==> src/rtl/core/pdsn_pkg.sv <==
`default_nettype none

package pdsn_pkg;

  // Command codes carried in s_axis_tuser
  localparam logic [1:0] CMD_BASE = 2'd0;
  localparam logic [1:0] CMD_NEW  = 2'd1;
  localparam logic [1:0] CMD_READ = 2'd2;

  // Status codes
  localparam logic [1:0] ST_OK  = 2'd0;
  localparam logic [1:0] ST_ABS = 2'd1;
  localparam logic [1:0] ST_OVF = 2'd2;

  // Resolver phases
  localparam logic [2:0] PH_IDLE      = 3'd0;
  localparam logic [2:0] PH_BASE      = 3'd1;
  localparam logic [2:0] PH_BASE_HOLD = 3'd2;
  localparam logic [2:0] PH_READY     = 3'd3;
  localparam logic [2:0] PH_NEW       = 3'd4;
  localparam logic [2:0] PH_NEW_HOLD  = 3'd5;

  localparam logic [7:0] CH_SLASH = 8'h2F;
  localparam logic [7:0] CH_DOT   = 8'h2E;
  localparam logic [7:0] CH_NUL   = 8'h00;

  localparam logic [8:0] CAP_RESET  = 9'd256;
  localparam logic [8:0] LEN_SAT    = 9'd511;
  localparam int unsigned NUM_SLOTS = 5;

  typedef struct packed {
    logic push;
    logic push2;
    logic pop;
  } stk_op_t;

endpackage

`default_nettype wire

==> src/rtl/core/pdsn_seg_stack.sv <==
`default_nettype none

module pdsn_seg_stack #(
  parameter int unsigned BUFFER_BYTES = 256,
  parameter int unsigned MAX_DEPTH    = 128
) (
  input  wire                                clk_i,
  input  wire                                rst_ni,
  input  pdsn_pkg::stk_op_t                  op_i,
  input  wire [$clog2(MAX_DEPTH+1)-1:0]      depth_i,
  input  wire [$clog2(BUFFER_BYTES)-1:0]     push_data_i,
  input  wire [$clog2(BUFFER_BYTES)-1:0]     push2_data_i,
  output logic [$clog2(BUFFER_BYTES)-1:0]    top_o
);
  import pdsn_pkg::*;

  localparam int unsigned AW = $clog2(BUFFER_BYTES);
  localparam int unsigned DW = $clog2(MAX_DEPTH + 1);
  localparam int unsigned SW = $clog2(MAX_DEPTH);

  logic [AW-1:0] mem [MAX_DEPTH];
  logic [AW-1:0] top_q;
  logic [AW-1:0] rd_q;
  logic          pend_q;
  logic          fl_q;
  logic [SW-1:0] fl_a_q;
  logic [DW-1:0] below;
  logic          we;
  logic [SW-1:0] wa;
  logic [AW-1:0] wdat;

  // top entry is cached; after a pop the new top arrives from the RAM in the next cycle
  assign top_o = pend_q ? rd_q : top_q;
  assign below = depth_i - DW'(2);

  // a second push in one transfer leaves its entry in the cache and lands in the
  // RAM the next cycle, while the store drain holds the input
  assign we   = op_i.push || fl_q;
  assign wa   = fl_q ? fl_a_q : depth_i[SW-1:0];
  assign wdat = fl_q ? top_q : push_data_i;

  always_ff @(posedge clk_i) begin
    if (we) begin
      mem[wa] <= wdat;
    end
    if (op_i.pop && depth_i >= DW'(2)) begin
      rd_q <= mem[below[SW-1:0]];
    end
    if (op_i.push) begin
      top_q <= op_i.push2 ? push2_data_i : push_data_i;
    end else if (pend_q) begin
      top_q <= rd_q;
    end
    if (op_i.push && op_i.push2) begin
      fl_a_q <= depth_i[SW-1:0] + SW'(1);
    end
  end

  always_ff @(posedge clk_i or negedge rst_ni) begin
    if (!rst_ni) begin
      pend_q <= 1'b0;
      fl_q   <= 1'b0;
    end else begin
      pend_q <= op_i.pop && !op_i.push && depth_i >= DW'(2);
      fl_q   <= op_i.push && op_i.push2;
    end
  end

endmodule

`default_nettype wire

==> src/rtl/core/pdsn_path_store.sv <==
`default_nettype none

module pdsn_path_store #(
  parameter int unsigned BUFFER_BYTES = 256
) (
  input  wire                                                clk_i,
  input  wire                                                rst_ni,
  input  wire                                                load_i,
  input  wire [pdsn_pkg::NUM_SLOTS-1:0]                      wr_v_i,
  input  wire [pdsn_pkg::NUM_SLOTS-1:0][$clog2(BUFFER_BYTES)-1:0] wr_a_i,
  input  wire [pdsn_pkg::NUM_SLOTS-1:0][7:0]                 wr_d_i,
  input  wire                                                rd_en_i,
  input  wire [$clog2(BUFFER_BYTES)-1:0]                     rd_addr_i,
  output logic [7:0]                                         rd_data_o,
  output logic                                               busy_o
);
  import pdsn_pkg::*;

  localparam int unsigned AW = $clog2(BUFFER_BYTES);

  logic [7:0]                      mem [BUFFER_BYTES];
  logic [NUM_SLOTS-1:0]            pv_q;
  logic [NUM_SLOTS-1:0][AW-1:0]    pa_q;
  logic [NUM_SLOTS-1:0][7:0]       pd_q;
  logic [NUM_SLOTS-1:0]            src_v;
  logic [NUM_SLOTS-1:0][AW-1:0]    src_a;
  logic [NUM_SLOTS-1:0][7:0]       src_d;
  logic [NUM_SLOTS-1:0]            rem_v;
  logic [$clog2(NUM_SLOTS)-1:0]    sel;
  logic                            we;
  logic [7:0]                      rd_q;

  assign busy_o    = |pv_q;
  assign rd_data_o = rd_q;

  // one write per cycle: first the new item's earliest write, the rest drain in order
  always_comb begin
    if (busy_o) begin
      src_v = pv_q;
      src_a = pa_q;
      src_d = pd_q;
    end else begin
      src_v = load_i ? wr_v_i : '0;
      src_a = wr_a_i;
      src_d = wr_d_i;
    end
    sel = '0;
    for (int i = NUM_SLOTS - 1; i >= 0; i--) begin
      if (src_v[i]) begin
        sel = ($clog2(NUM_SLOTS))'(i);
      end
    end
    we    = |src_v;
    rem_v = src_v;
    rem_v[sel] = 1'b0;
  end

  always_ff @(posedge clk_i) begin
    if (we) begin
      mem[src_a[sel]] <= src_d[sel];
    end
    if (rd_en_i) begin
      rd_q <= mem[rd_addr_i];
    end
    if (!busy_o && load_i) begin
      pa_q <= wr_a_i;
      pd_q <= wr_d_i;
    end
  end

  always_ff @(posedge clk_i or negedge rst_ni) begin
    if (!rst_ni) begin
      pv_q <= '0;
    end else if (busy_o || load_i) begin
      pv_q <= rem_v;
    end
  end

endmodule

`default_nettype wire

==> src/rtl/core/pdsn_resolve.sv <==
`default_nettype none

module pdsn_resolve #(
  parameter int unsigned BUFFER_BYTES = 256,
  parameter int unsigned MAX_DEPTH    = 128
) (
  input  wire                                                clk_i,
  input  wire                                                rst_ni,
  input  wire                                                accept_i,
  input  wire [1:0]                                          cmd_i,
  input  wire [7:0]                                          char_i,
  input  wire                                                last_i,
  input  wire                                                cfg_we_i,
  input  wire [8:0]                                          cfg_data_i,
  input  wire [$clog2(BUFFER_BYTES)-1:0]                     top_i,
  output logic                                               done_o,
  output logic [1:0]                                         status_o,
  output logic [8:0]                                         len_o,
  output logic [7:0]                                         cnt_o,
  output logic [pdsn_pkg::NUM_SLOTS-1:0]                     wr_v_o,
  output logic [pdsn_pkg::NUM_SLOTS-1:0][$clog2(BUFFER_BYTES)-1:0] wr_a_o,
  output logic [pdsn_pkg::NUM_SLOTS-1:0][7:0]                wr_d_o,
  output pdsn_pkg::stk_op_t                                  stk_op_o,
  output logic [$clog2(BUFFER_BYTES)-1:0]                    push_data_o,
  output logic [$clog2(BUFFER_BYTES)-1:0]                    push2_data_o,
  output logic [$clog2(MAX_DEPTH+1)-1:0]                     depth_o
);
  import pdsn_pkg::*;

  localparam int unsigned AW = $clog2(BUFFER_BYTES);
  localparam int unsigned DW = $clog2(MAX_DEPTH + 1);
  localparam int unsigned NW = ((AW > 9) ? AW : 9) + 2;

  typedef struct packed {
    logic [AW-1:0] wc;
    logic [DW-1:0] depth;
    logic [8:0]    seg;
    logic          dots;
    logic [8:0]    need;
    logic [1:0]    fault;
  } st_t;

  typedef struct packed {
    st_t           s;
    logic          wv;
    logic [AW-1:0] wa;
    logic [7:0]    wd;
    logic          push;
    logic          pop;
    logic          hold;
  } step_t;

  st_t        st_q, st_d;
  logic [2:0] phase_q, phase_d;
  logic [8:0] cap_q;
  logic [NW-1:0] cap;

  function automatic step_t fin(st_t s, logic [AW-1:0] top, logic [NW-1:0] c);
    step_t r;
    logic [NW-1:0] need;
    r      = '0;
    r.s    = s;
    r.wa   = s.wc;
    r.wd   = CH_SLASH;
    need   = NW'(s.wc) + NW'(s.seg) + NW'(1);
    if (s.seg != 9'd0 && !(s.dots && s.seg == 9'd1)) begin
      if (s.dots && s.seg == 9'd2) begin
        if (s.depth != '0) begin
          r.s.depth = s.depth - DW'(1);
          r.s.wc    = top;
          r.pop     = 1'b1;
        end
      end else if (need + NW'(1) > c || s.depth >= DW'(MAX_DEPTH)) begin
        r.s.fault = ST_OVF;
        r.s.need  = (need > NW'(LEN_SAT)) ? LEN_SAT : need[8:0];
      end else begin
        r.wv      = 1'b1;
        r.push    = 1'b1;
        r.s.depth = s.depth + DW'(1);
        r.s.wc    = need[AW-1:0];
      end
    end
    r.s.seg  = 9'd0;
    r.s.dots = 1'b1;
    return r;
  endfunction

  function automatic step_t feed(st_t s, logic [7:0] ch, logic [AW-1:0] top,
                                 logic [NW-1:0] c);
    step_t r;
    logic [NW-1:0] idx;
    idx = NW'(s.wc) + NW'(1) + NW'(s.seg);
    if (ch == CH_NUL || ch == CH_SLASH) begin
      r = fin(s, top, c);
    end else begin
      r      = '0;
      r.s    = s;
      r.wv   = idx < c;
      r.wa   = idx[AW-1:0];
      r.wd   = ch;
      r.s.dots = s.dots && (ch == CH_DOT);
      r.s.seg  = (s.seg == LEN_SAT) ? LEN_SAT : s.seg + 9'd1;
    end
    r.hold = (ch == CH_NUL) || (r.s.fault != ST_OK);
    return r;
  endfunction

  function automatic st_t root(st_t s);
    st_t r;
    r       = s;
    r.wc    = '0;
    r.depth = '0;
    r.fault = ST_OK;
    r.need  = 9'd0;
    r.seg   = 9'd0;
    r.dots  = 1'b1;
    return r;
  endfunction

  function automatic logic [7:0] sat_cnt(logic [DW-1:0] d);
    logic [DW+7:0] x;
    x = (DW + 8)'(d);
    return (x > (DW + 8)'(255)) ? 8'hFF : x[7:0];
  endfunction

  always_comb begin
    if (cap_q < 9'd2) begin
      cap = NW'(2);
    end else if (NW'(cap_q) > NW'(BUFFER_BYTES)) begin
      cap = NW'(BUFFER_BYTES);
    end else begin
      cap = NW'(cap_q);
    end
  end

  always_comb begin
    step_t         f;
    logic          brdy;
    logic [AW-1:0] l;
    st_d         = st_q;
    phase_d      = phase_q;
    wr_v_o       = '0;
    wr_a_o       = '0;
    wr_d_o       = '0;
    stk_op_o     = '0;
    push_data_o  = st_q.wc;
    push2_data_o = '0;
    done_o       = 1'b0;
    status_o     = ST_OK;
    len_o        = 9'd0;
    cnt_o        = 8'd0;
    f            = '0;
    brdy         = 1'b0;
    l            = '0;
    // write slots in program order: pending base segment, root, byte, closing segment,
    // terminator
    unique case (cmd_i)
      CMD_BASE: begin
        if (phase_q != PH_BASE && phase_q != PH_BASE_HOLD) begin
          st_d      = root(st_d);
          wr_v_o[1] = 1'b1;
          wr_a_o[1] = '0;
          wr_d_o[1] = CH_SLASH;
          if (char_i == CH_SLASH) begin
            phase_d = PH_BASE;
          end else begin
            st_d.fault = ST_ABS;
            phase_d    = PH_BASE_HOLD;
          end
        end else if (phase_q == PH_BASE) begin
          f         = feed(st_d, char_i, top_i, cap);
          st_d      = f.s;
          wr_v_o[2] = f.wv;
          wr_a_o[2] = f.wa;
          wr_d_o[2] = f.wd;
          if (f.push) stk_op_o.push = 1'b1;
          if (f.pop)  stk_op_o.pop  = 1'b1;
          if (f.hold) phase_d = PH_BASE_HOLD;
        end
        if (last_i) begin
          if (phase_d == PH_BASE) begin
            f         = fin(st_d, top_i, cap);
            st_d      = f.s;
            wr_v_o[3] = f.wv;
            wr_a_o[3] = f.wa;
            wr_d_o[3] = f.wd;
            if (f.push) stk_op_o.push = 1'b1;
            if (f.pop)  stk_op_o.pop  = 1'b1;
          end
          phase_d = PH_READY;
        end
      end
      CMD_NEW: begin
        if (phase_q != PH_NEW && phase_q != PH_NEW_HOLD) begin
          brdy = (phase_q == PH_BASE) || (phase_q == PH_BASE_HOLD) ||
                 (phase_q == PH_READY);
          if (phase_q == PH_BASE) begin
            f         = fin(st_d, top_i, cap);
            st_d      = f.s;
            wr_v_o[0] = f.wv;
            wr_a_o[0] = f.wa;
            wr_d_o[0] = f.wd;
            if (f.push) stk_op_o.push = 1'b1;
            if (f.pop)  stk_op_o.pop  = 1'b1;
          end
          if (char_i == CH_SLASH) begin
            st_d      = root(st_d);
            wr_v_o[1] = 1'b1;
            wr_a_o[1] = '0;
            wr_d_o[1] = CH_SLASH;
            phase_d   = PH_NEW;
          end else if (brdy && st_d.fault == ST_OK) begin
            f         = feed(st_d, char_i, top_i, cap);
            st_d      = f.s;
            wr_v_o[2] = f.wv;
            wr_a_o[2] = f.wa;
            wr_d_o[2] = f.wd;
            if (f.push) stk_op_o.push = 1'b1;
            if (f.pop)  stk_op_o.pop  = 1'b1;
            phase_d = f.hold ? PH_NEW_HOLD : PH_NEW;
          end else begin
            if (!(brdy && st_d.fault == ST_OVF)) st_d.fault = ST_ABS;
            phase_d = PH_NEW_HOLD;
          end
        end else if (phase_q == PH_NEW) begin
          f         = feed(st_d, char_i, top_i, cap);
          st_d      = f.s;
          wr_v_o[2] = f.wv;
          wr_a_o[2] = f.wa;
          wr_d_o[2] = f.wd;
          if (f.push) stk_op_o.push = 1'b1;
          if (f.pop)  stk_op_o.pop  = 1'b1;
          if (f.hold) phase_d = PH_NEW_HOLD;
        end
        if (last_i) begin
          if (phase_d == PH_NEW) begin
            push2_data_o = st_d.wc;
            f         = fin(st_d, top_i, cap);
            st_d      = f.s;
            wr_v_o[3] = f.wv;
            wr_a_o[3] = f.wa;
            wr_d_o[3] = f.wd;
            // this can follow a stack op of the base segment closed by the same byte:
            // push after push needs a second entry, push after pop restores the old top
            if (f.push) begin
              if (stk_op_o.push) begin
                stk_op_o.push2 = 1'b1;
              end else if (stk_op_o.pop) begin
                stk_op_o.pop = 1'b0;
              end else begin
                stk_op_o.push = 1'b1;
              end
            end
            if (f.pop)  stk_op_o.pop  = 1'b1;
          end
          done_o   = 1'b1;
          status_o = st_d.fault;
          if (st_d.fault == ST_OK) begin
            l         = (st_d.wc == '0) ? AW'(1) : st_d.wc;
            wr_v_o[4] = 1'b1;
            wr_a_o[4] = l;
            wr_d_o[4] = CH_NUL;
            len_o     = 9'((NW)'(l));
            cnt_o     = sat_cnt(st_d.depth);
            phase_d   = PH_READY;
          end else begin
            if (st_d.fault == ST_OVF) begin
              len_o = st_d.need;
              cnt_o = sat_cnt(st_d.depth);
            end
            phase_d = PH_IDLE;
          end
        end
      end
      default: begin
      end
    endcase
  end

  assign depth_o = st_q.depth;

  always_ff @(posedge clk_i or negedge rst_ni) begin
    if (!rst_ni) begin
      st_q    <= '0;
      phase_q <= PH_IDLE;
      cap_q   <= CAP_RESET;
    end else begin
      if (accept_i) begin
        st_q    <= st_d;
        phase_q <= phase_d;
      end
      if (cfg_we_i) begin
        cap_q <= cfg_data_i;
      end
    end
  end

endmodule

`default_nettype wire

==> src/rtl/core/path_dot_segment_normalizer_unit.sv <==
`default_nettype none

// Byte-serial path resolver. Base path bytes (tuser 0), then new path bytes
// (tuser 1), each part closed by tlast, build the normalized absolute path in an
// on-chip byte store; the result of the new path's tlast byte carries status,
// length and component count, and tuser 2 reads stored bytes back. One result
// transfer leaves per input transfer, valid from the cycle after it. Throughput is
// one byte per cycle while the output is not stalled; the store has a single write
// port, so a byte that causes several store writes holds s_axis_tready low until
// the store has drained every write beyond the first. The most writes come from the
// closing byte of a new path that also closes an open base component: separator,
// byte, separator and terminator. Segment starts live in a second RAM with a cached
// top entry. No clearing pass after reset.
module path_dot_segment_normalizer_unit #(
  parameter int unsigned BUFFER_BYTES = 256,
  parameter int unsigned MAX_DEPTH    = 128
) (
  input  wire         clk_i,
  input  wire         rst_ni,
  input  wire         s_axis_tvalid,
  output logic        s_axis_tready,
  input  wire  [15:0] s_axis_tdata,  // char_in[7:0], read_index[15:8]
  input  wire  [1:0]  s_axis_tuser,  // cmd[1:0]
  input  wire         s_axis_tlast,  // last
  output logic        m_axis_tvalid,
  input  wire         m_axis_tready,
  output logic [31:0] m_axis_tdata,  // result_length[8:0], component_count[16:9],
                                     // read_byte[24:17], zero[31:25]
  output logic [1:0]  m_axis_tuser,  // status[1:0]
  output logic        m_axis_tlast,  // done_res
  input  wire         cfg_valid_i,
  output logic        cfg_ready_o,
  input  wire  [8:0]  cfg_data_i     // out_capacity
);
  import pdsn_pkg::*;

  localparam int unsigned AW = $clog2(BUFFER_BYTES);
  localparam int unsigned DW = $clog2(MAX_DEPTH + 1);
  localparam int unsigned NW = ((AW > 9) ? AW : 9) + 2;

  logic                          accept;
  logic                          busy;
  logic                          done;
  logic [1:0]                    status;
  logic [8:0]                    len;
  logic [7:0]                    cnt;
  logic [NUM_SLOTS-1:0]          wr_v;
  logic [NUM_SLOTS-1:0][AW-1:0]  wr_a;
  logic [NUM_SLOTS-1:0][7:0]     wr_d;
  stk_op_t                       stk_op;
  logic [AW-1:0]                 push_data;
  logic [AW-1:0]                 push2_data;
  logic [DW-1:0]                 depth;
  logic [AW-1:0]                 top;
  logic                          rd_en;
  logic [7:0]                    rd_data;
  logic                          out_v_q;
  logic                          done_q;
  logic [1:0]                    status_q;
  logic [8:0]                    len_q;
  logic [7:0]                    cnt_q;
  logic                          rsel_q;

  assign cfg_ready_o   = 1'b1;
  assign s_axis_tready = !busy && (!out_v_q || m_axis_tready);
  assign accept        = s_axis_tvalid && s_axis_tready;
  assign rd_en         = accept && s_axis_tuser == CMD_READ &&
                         NW'(s_axis_tdata[15:8]) < NW'(BUFFER_BYTES);

  pdsn_resolve #(
    .BUFFER_BYTES(BUFFER_BYTES),
    .MAX_DEPTH   (MAX_DEPTH)
  ) u_resolve (
    .clk_i       (clk_i),
    .rst_ni      (rst_ni),
    .accept_i    (accept),
    .cmd_i       (s_axis_tuser),
    .char_i      (s_axis_tdata[7:0]),
    .last_i      (s_axis_tlast),
    .cfg_we_i    (cfg_valid_i),
    .cfg_data_i  (cfg_data_i),
    .top_i       (top),
    .done_o      (done),
    .status_o    (status),
    .len_o       (len),
    .cnt_o       (cnt),
    .wr_v_o      (wr_v),
    .wr_a_o      (wr_a),
    .wr_d_o      (wr_d),
    .stk_op_o    (stk_op),
    .push_data_o (push_data),
    .push2_data_o(push2_data),
    .depth_o     (depth)
  );

  pdsn_seg_stack #(
    .BUFFER_BYTES(BUFFER_BYTES),
    .MAX_DEPTH   (MAX_DEPTH)
  ) u_stack (
    .clk_i       (clk_i),
    .rst_ni      (rst_ni),
    .op_i        (accept ? stk_op : '0),
    .depth_i     (depth),
    .push_data_i (push_data),
    .push2_data_i(push2_data),
    .top_o       (top)
  );

  pdsn_path_store #(
    .BUFFER_BYTES(BUFFER_BYTES)
  ) u_store (
    .clk_i    (clk_i),
    .rst_ni   (rst_ni),
    .load_i   (accept),
    .wr_v_i   (wr_v),
    .wr_a_i   (wr_a),
    .wr_d_i   (wr_d),
    .rd_en_i  (rd_en),
    .rd_addr_i(AW'(s_axis_tdata[15:8])),
    .rd_data_o(rd_data),
    .busy_o   (busy)
  );

  always_ff @(posedge clk_i) begin
    if (accept) begin
      done_q   <= done;
      status_q <= status;
      len_q    <= len;
      cnt_q    <= cnt;
    end
  end

  always_ff @(posedge clk_i or negedge rst_ni) begin
    if (!rst_ni) begin
      out_v_q <= 1'b0;
      rsel_q  <= 1'b0;
    end else begin
      if (accept) begin
        out_v_q <= 1'b1;
        rsel_q  <= rd_en;
      end else if (m_axis_tready) begin
        out_v_q <= 1'b0;
      end
    end
  end

  assign m_axis_tvalid = out_v_q;
  assign m_axis_tlast  = done_q;
  assign m_axis_tuser  = status_q;
  assign m_axis_tdata  = {7'd0, (rsel_q ? rd_data : 8'd0), cnt_q, len_q};

endmodule

`default_nettype wire

==> config.mk <==
export PLATFORM = sky130hd
export DESIGN_NAME = path_dot_segment_normalizer_unit
export DESIGN_NICKNAME = d
export VERILOG_FILES = /design/src/rtl/core/pdsn_pkg.sv /design/src/rtl/core/pdsn_seg_stack.sv /design/src/rtl/core/pdsn_path_store.sv /design/src/rtl/core/pdsn_resolve.sv /design/src/rtl/core/path_dot_segment_normalizer_unit.sv
export SDC_FILE = /design/constraint.sdc
export NUM_CORES = 2
export LEC_CHECK = 0
export BUFFER_PORTS_ARGS = -buffer_cell sky130_fd_sc_hd__buf_4
export CAP_MARGIN = 10
export CORE_UTILIZATION = 49
export DETAILED_ROUTE_END_ITERATION = 8
export GPL_TIMING_DRIVEN = 1
export PLACE_DENSITY = 0.66
export SLEW_MARGIN = 20
export SYNTH_ARGS = -nofsm -noshare
export SYNTH_HDL_FRONTEND = slang
export SYNTH_SLANG_ARGS = --single-unit
==> constraint.sdc <==
create_clock -name clk_i -period 18.5 [get_ports clk_i]
set_input_delay 1.85 -clock clk_i [delete_from_list [all_inputs] [get_ports clk_i]]
set_output_delay 1.85 -clock clk_i [all_outputs]
set_load 0.005 [all_outputs]
==> results.tsv <==
stage	metric	value	unit
outcome	status	finished, final reports clean	
setup_path	cp_slowest_cell	nand3_2	
setup_path	required	19.10	ns
power_and_ir_drop	internal-power	16200	µW
power_and_ir_drop	switching_share	38.3	%
timing	min_period_over_period	95.4	%
timing	fin_skew	0.0927	ns
grt	grt_pass1_wl	548000	µm
clocking	clock_tree.buffer_depth	4	
floorplanning	io-pin-count	71	
floorplanning	start_util	49.4	%
floorplanning	core_area	280000	µm²
setup_path	crit_fanout	12	
cells_and_area	final_area	157000	µm²
timing	fin_crit	17.64	ns
drt	vias	76300	
setup_path	slowest_delay	0.66	ns
timing	max_freq	0.0567	GHz
floorplanning	die_w	533	µm
grt	grt_overflow_total	0	
timing	finalMaxSlewViolations	0	
floorplanning	num_rows	194	
synth	synth_edf_count	3158	
placement	dpl_cell_area	145000	µm²
grt	grt_pass1_vias	75200	
timing	hold_viol_final	0	
cells_and_area	utilization	56.2	%
synth	syn_area_per_cell	18.7	µm²
placement	place.port_buffers	62	
power_and_ir_drop	power_frac_comb	41.2	%
clocking	cts_tree	built	
clocking	cts_root_buffer	clkbuf_16	
setup_path	crit_type	reg -> reg	
synth	ys_seq_area_share	69.8	%
clocking	clock_latency	0.93	ns
timing	whs	0.487	ns
clocking	numCtsBuffers	330	
power_and_ir_drop	p_leak	0.0499	µW
grt	grt_antenna_before_repair	18	
drt	wl_per_cell	32.1	µm
floorplanning	die-height	533	µm
synth	synth.largest_area_cell	edfxtp_1	
synth	yosysUniqueCellTypes	133	
setup_path	worst_setup_path_end_kind	flop	
setup_path	crit_arrival	18.24	ns
clocking	cts_max_level	5	
power_and_ir_drop	power.net_switching	10100	µW
synth	ys_top_cells_by_area	edfxtp_1 (69%), mux4_2 (16%), ha_1 (1.3%), nor2_1 (1.1%), dfrtp_1 (1.0%)	
setup_path	critPathMostFrequentCell	ha_1	
synth	async_flop_share	1.80	%
synth	synth_area	138000	µm²
cells_and_area	final_common_cell	edfxtp_1	
placement	gp_congestion	1.02	
synth	yosysTopAreaCellShare	68.7	%
setup_path	cp-start-kind	flop	
clocking	cts_hold_buf	0	
power_and_ir_drop	clock_power_share	25.1	%
drt	antenna_left	0	
drt	wirelength	379000	µm
timing	rsz0062_at_grt	true	
run	maxCapViolCount	0	
synth	synth_top_flop_cell	edfxtp_1	
cells_and_area	synthToLayoutAreaGrowth	13.9	%
cells_and_area	num-nets-final	7984	
power_and_ir_drop	max-vdd-ir-drop	0.000183	V
drt	drt_iter0_markers	9552	
drt	firstDrtPassIters	8	
cells_and_area	final_cell_mix	edfxtp_1 (3158), mux4_2 (1000), buf_4 (493), clkbuf_16 (332), nor2_1 (312)	
grt	grtUsageTotal	26.6	%
worst_hold_path	hp-class	reg -> reg	
drt	viasPerCell	6.47	
synth	syn_inst	7386	
floorplanning	die_area	284000	µm²
synth	ys_warn_count	0	
grt	grt_max_degree	257	
drt	drc	0	
power_and_ir_drop	powerDensity	167	nW/µm²
timing	worst_pin_slew	1.27	ns
timing	setup_viol	0	
placement	dp_hpwl	245000	µm
clocking	clk_pin_slew	0.06	ns
clocking	cts.sinks	3224	
power_and_ir_drop	p_seq_share	33.7	%
cells_and_area	drive_above_1_share	29.4	%
timing	relSlewSlack	14.5	%
synth	synth_seq_cells	3224	
==> power by group through the flow <==
stage	registers (µW)	clock network [µW]	logic, µW
3_3_place_gp	9020	0	10400
3_5_place_dp	9020	0	10400
2_1_floorplan	9080	0	6350
5_1_grt	8880	6970	11400
4_1_cts	8870	6710	10500
6_report	8870	6610	10800
==> cells in the mapped netlist, types with 57 or more instances <==
library cell	n
edfxtp_1	3158
mux4_2	1000
nor2_1	408
clkbuf_1	294
nand2_1	287
a21oi_1	199
nor3_1	177
o21ai_0	163
ha_1	140
inv_1	99
xnor2_1	92
buf_1	89
nand3_1	79
nor4_1	79
dfrtp_1	57
==> flip-flops by register name, summed over array words and instances (netlist names), 5 cells and up <==
signal	flops
u_stack.top_q	8
u_store.rd_data_o	8
u_resolve.st_q	21
u_store.mem	2048
len_q	9
u_resolve.cap_q	9
u_store.pv_q	5
u_store.pa_q	32
u_resolve.depth_o	8
u_store.pd_q	11
u_stack.rd_q	8
u_stack.fl_a_q	7
u_stack.mem	1024
cnt_q	8
u_resolve.push_data_o	8
==> critical path: cells and delay by family (launching register included) <==
kind / cells / cell delay [ns]
and+or+nand+nor: 24 / 5.72
buffers and inverters: 9 / 1.96
AOI/OAI and AO/OA: 18 / 4.94
DFF: 1 / 0.56
xor gates and xnor gates: 7 / 1.48
adders and majority gates: 8 / 2.67
==> cells by family (layout without fill, tap and decap cells) <==
logic type / count (synthesis) / in the layout / synth area share, %
AO/OA/AOI/OAI: 859 / 859 / 4.32
XOR/XNOR: 133 / 133 / 0.859
adder cells (fa/ha/maj): 148 / 148 / 1.37
buffers and inverters: 559 / 1234 / 1.62
flip-flops: 3224 / 3224 / 69.8
multiplexers: 1089 / 1089 / 17.0
other: 2 / 14 / 0.00544
AND/OR/NAND/NOR: 1372 / 1372 / 5.02
==> worst paths after layout <==
path | startpoint | end | slack [ns] | depth (start not counted)
worst max-delay path | u_resolve.push_data_o[1] | u_store.mem[117][7] | 0.86 | 66
worst max register to register | u_resolve.push_data_o[1] | u_store.mem[117][7] | 0.86 | 66
min in group asynchronous | rst_ni | u_resolve.cap_q[4] | 1.18 | 1
max in group asynchronous | rst_ni | u_resolve.depth_o[1] | 16.53 | 1
worst min-delay path | u_resolve.cap_q[8] | u_resolve.cap_q[8] | 0.49 | 2
worst min register to register | u_resolve.cap_q[8] | u_resolve.cap_q[8] | 0.49 | 2
==> metrics by stage <==
| step | worst slack [ns] | total power [µW] | instances | setup TNS, ns |
|---|---|---|---|---|
| after detailed placement | -0.219 | 19400 | 11200 | -13.06 |
| after global placement | 0.156 | 19400 | 11200 | 0 |
| final | 0.860 | 26300 | 11800 | 0 |
| after global routing | -0.0860 | 27300 | 11800 | -1.31 |
| after floorplan | 0.193 | 15400 | 7393 | 0 |
| after CTS | 0.0443 | 26100 | 11800 | 0 |
==> layout make-up <==
type | instances | area, µm²
Antenna cell | 5 | 12.5
Clock buffer | 388 | 8520
Clock inverter | 207 | 2200
Fill cell | 20800 | 123000
Inverter | 110 | 413
Multi-Input combinational cell | 3610 | 40700
Sequential cell | 3224 | 96500
Tap cell | 3724 | 4660
Timing Repair Buffer | 529 | 4420
==> metal layers <==
metal	global-route usage (%)	part of all wire (%)	up-vias
met3	4.48	8.4	616
met5	0	0.023	-
met2	40.0	46	3644
met4	7.96	3.2	14
met1	40.0	43	40500
li1	-	-	31500
==> repair_timing <==
| item | in CTS | in global routing |
|---|---|---|
| pin swaps | 1 | 18 |
| resized for setup | 18 | 165 |
| buffers inserted | 1 | 21 |
| endpoints found under the setup margin | 837 | 4190 |
Power figures use the tool's default switching activity.
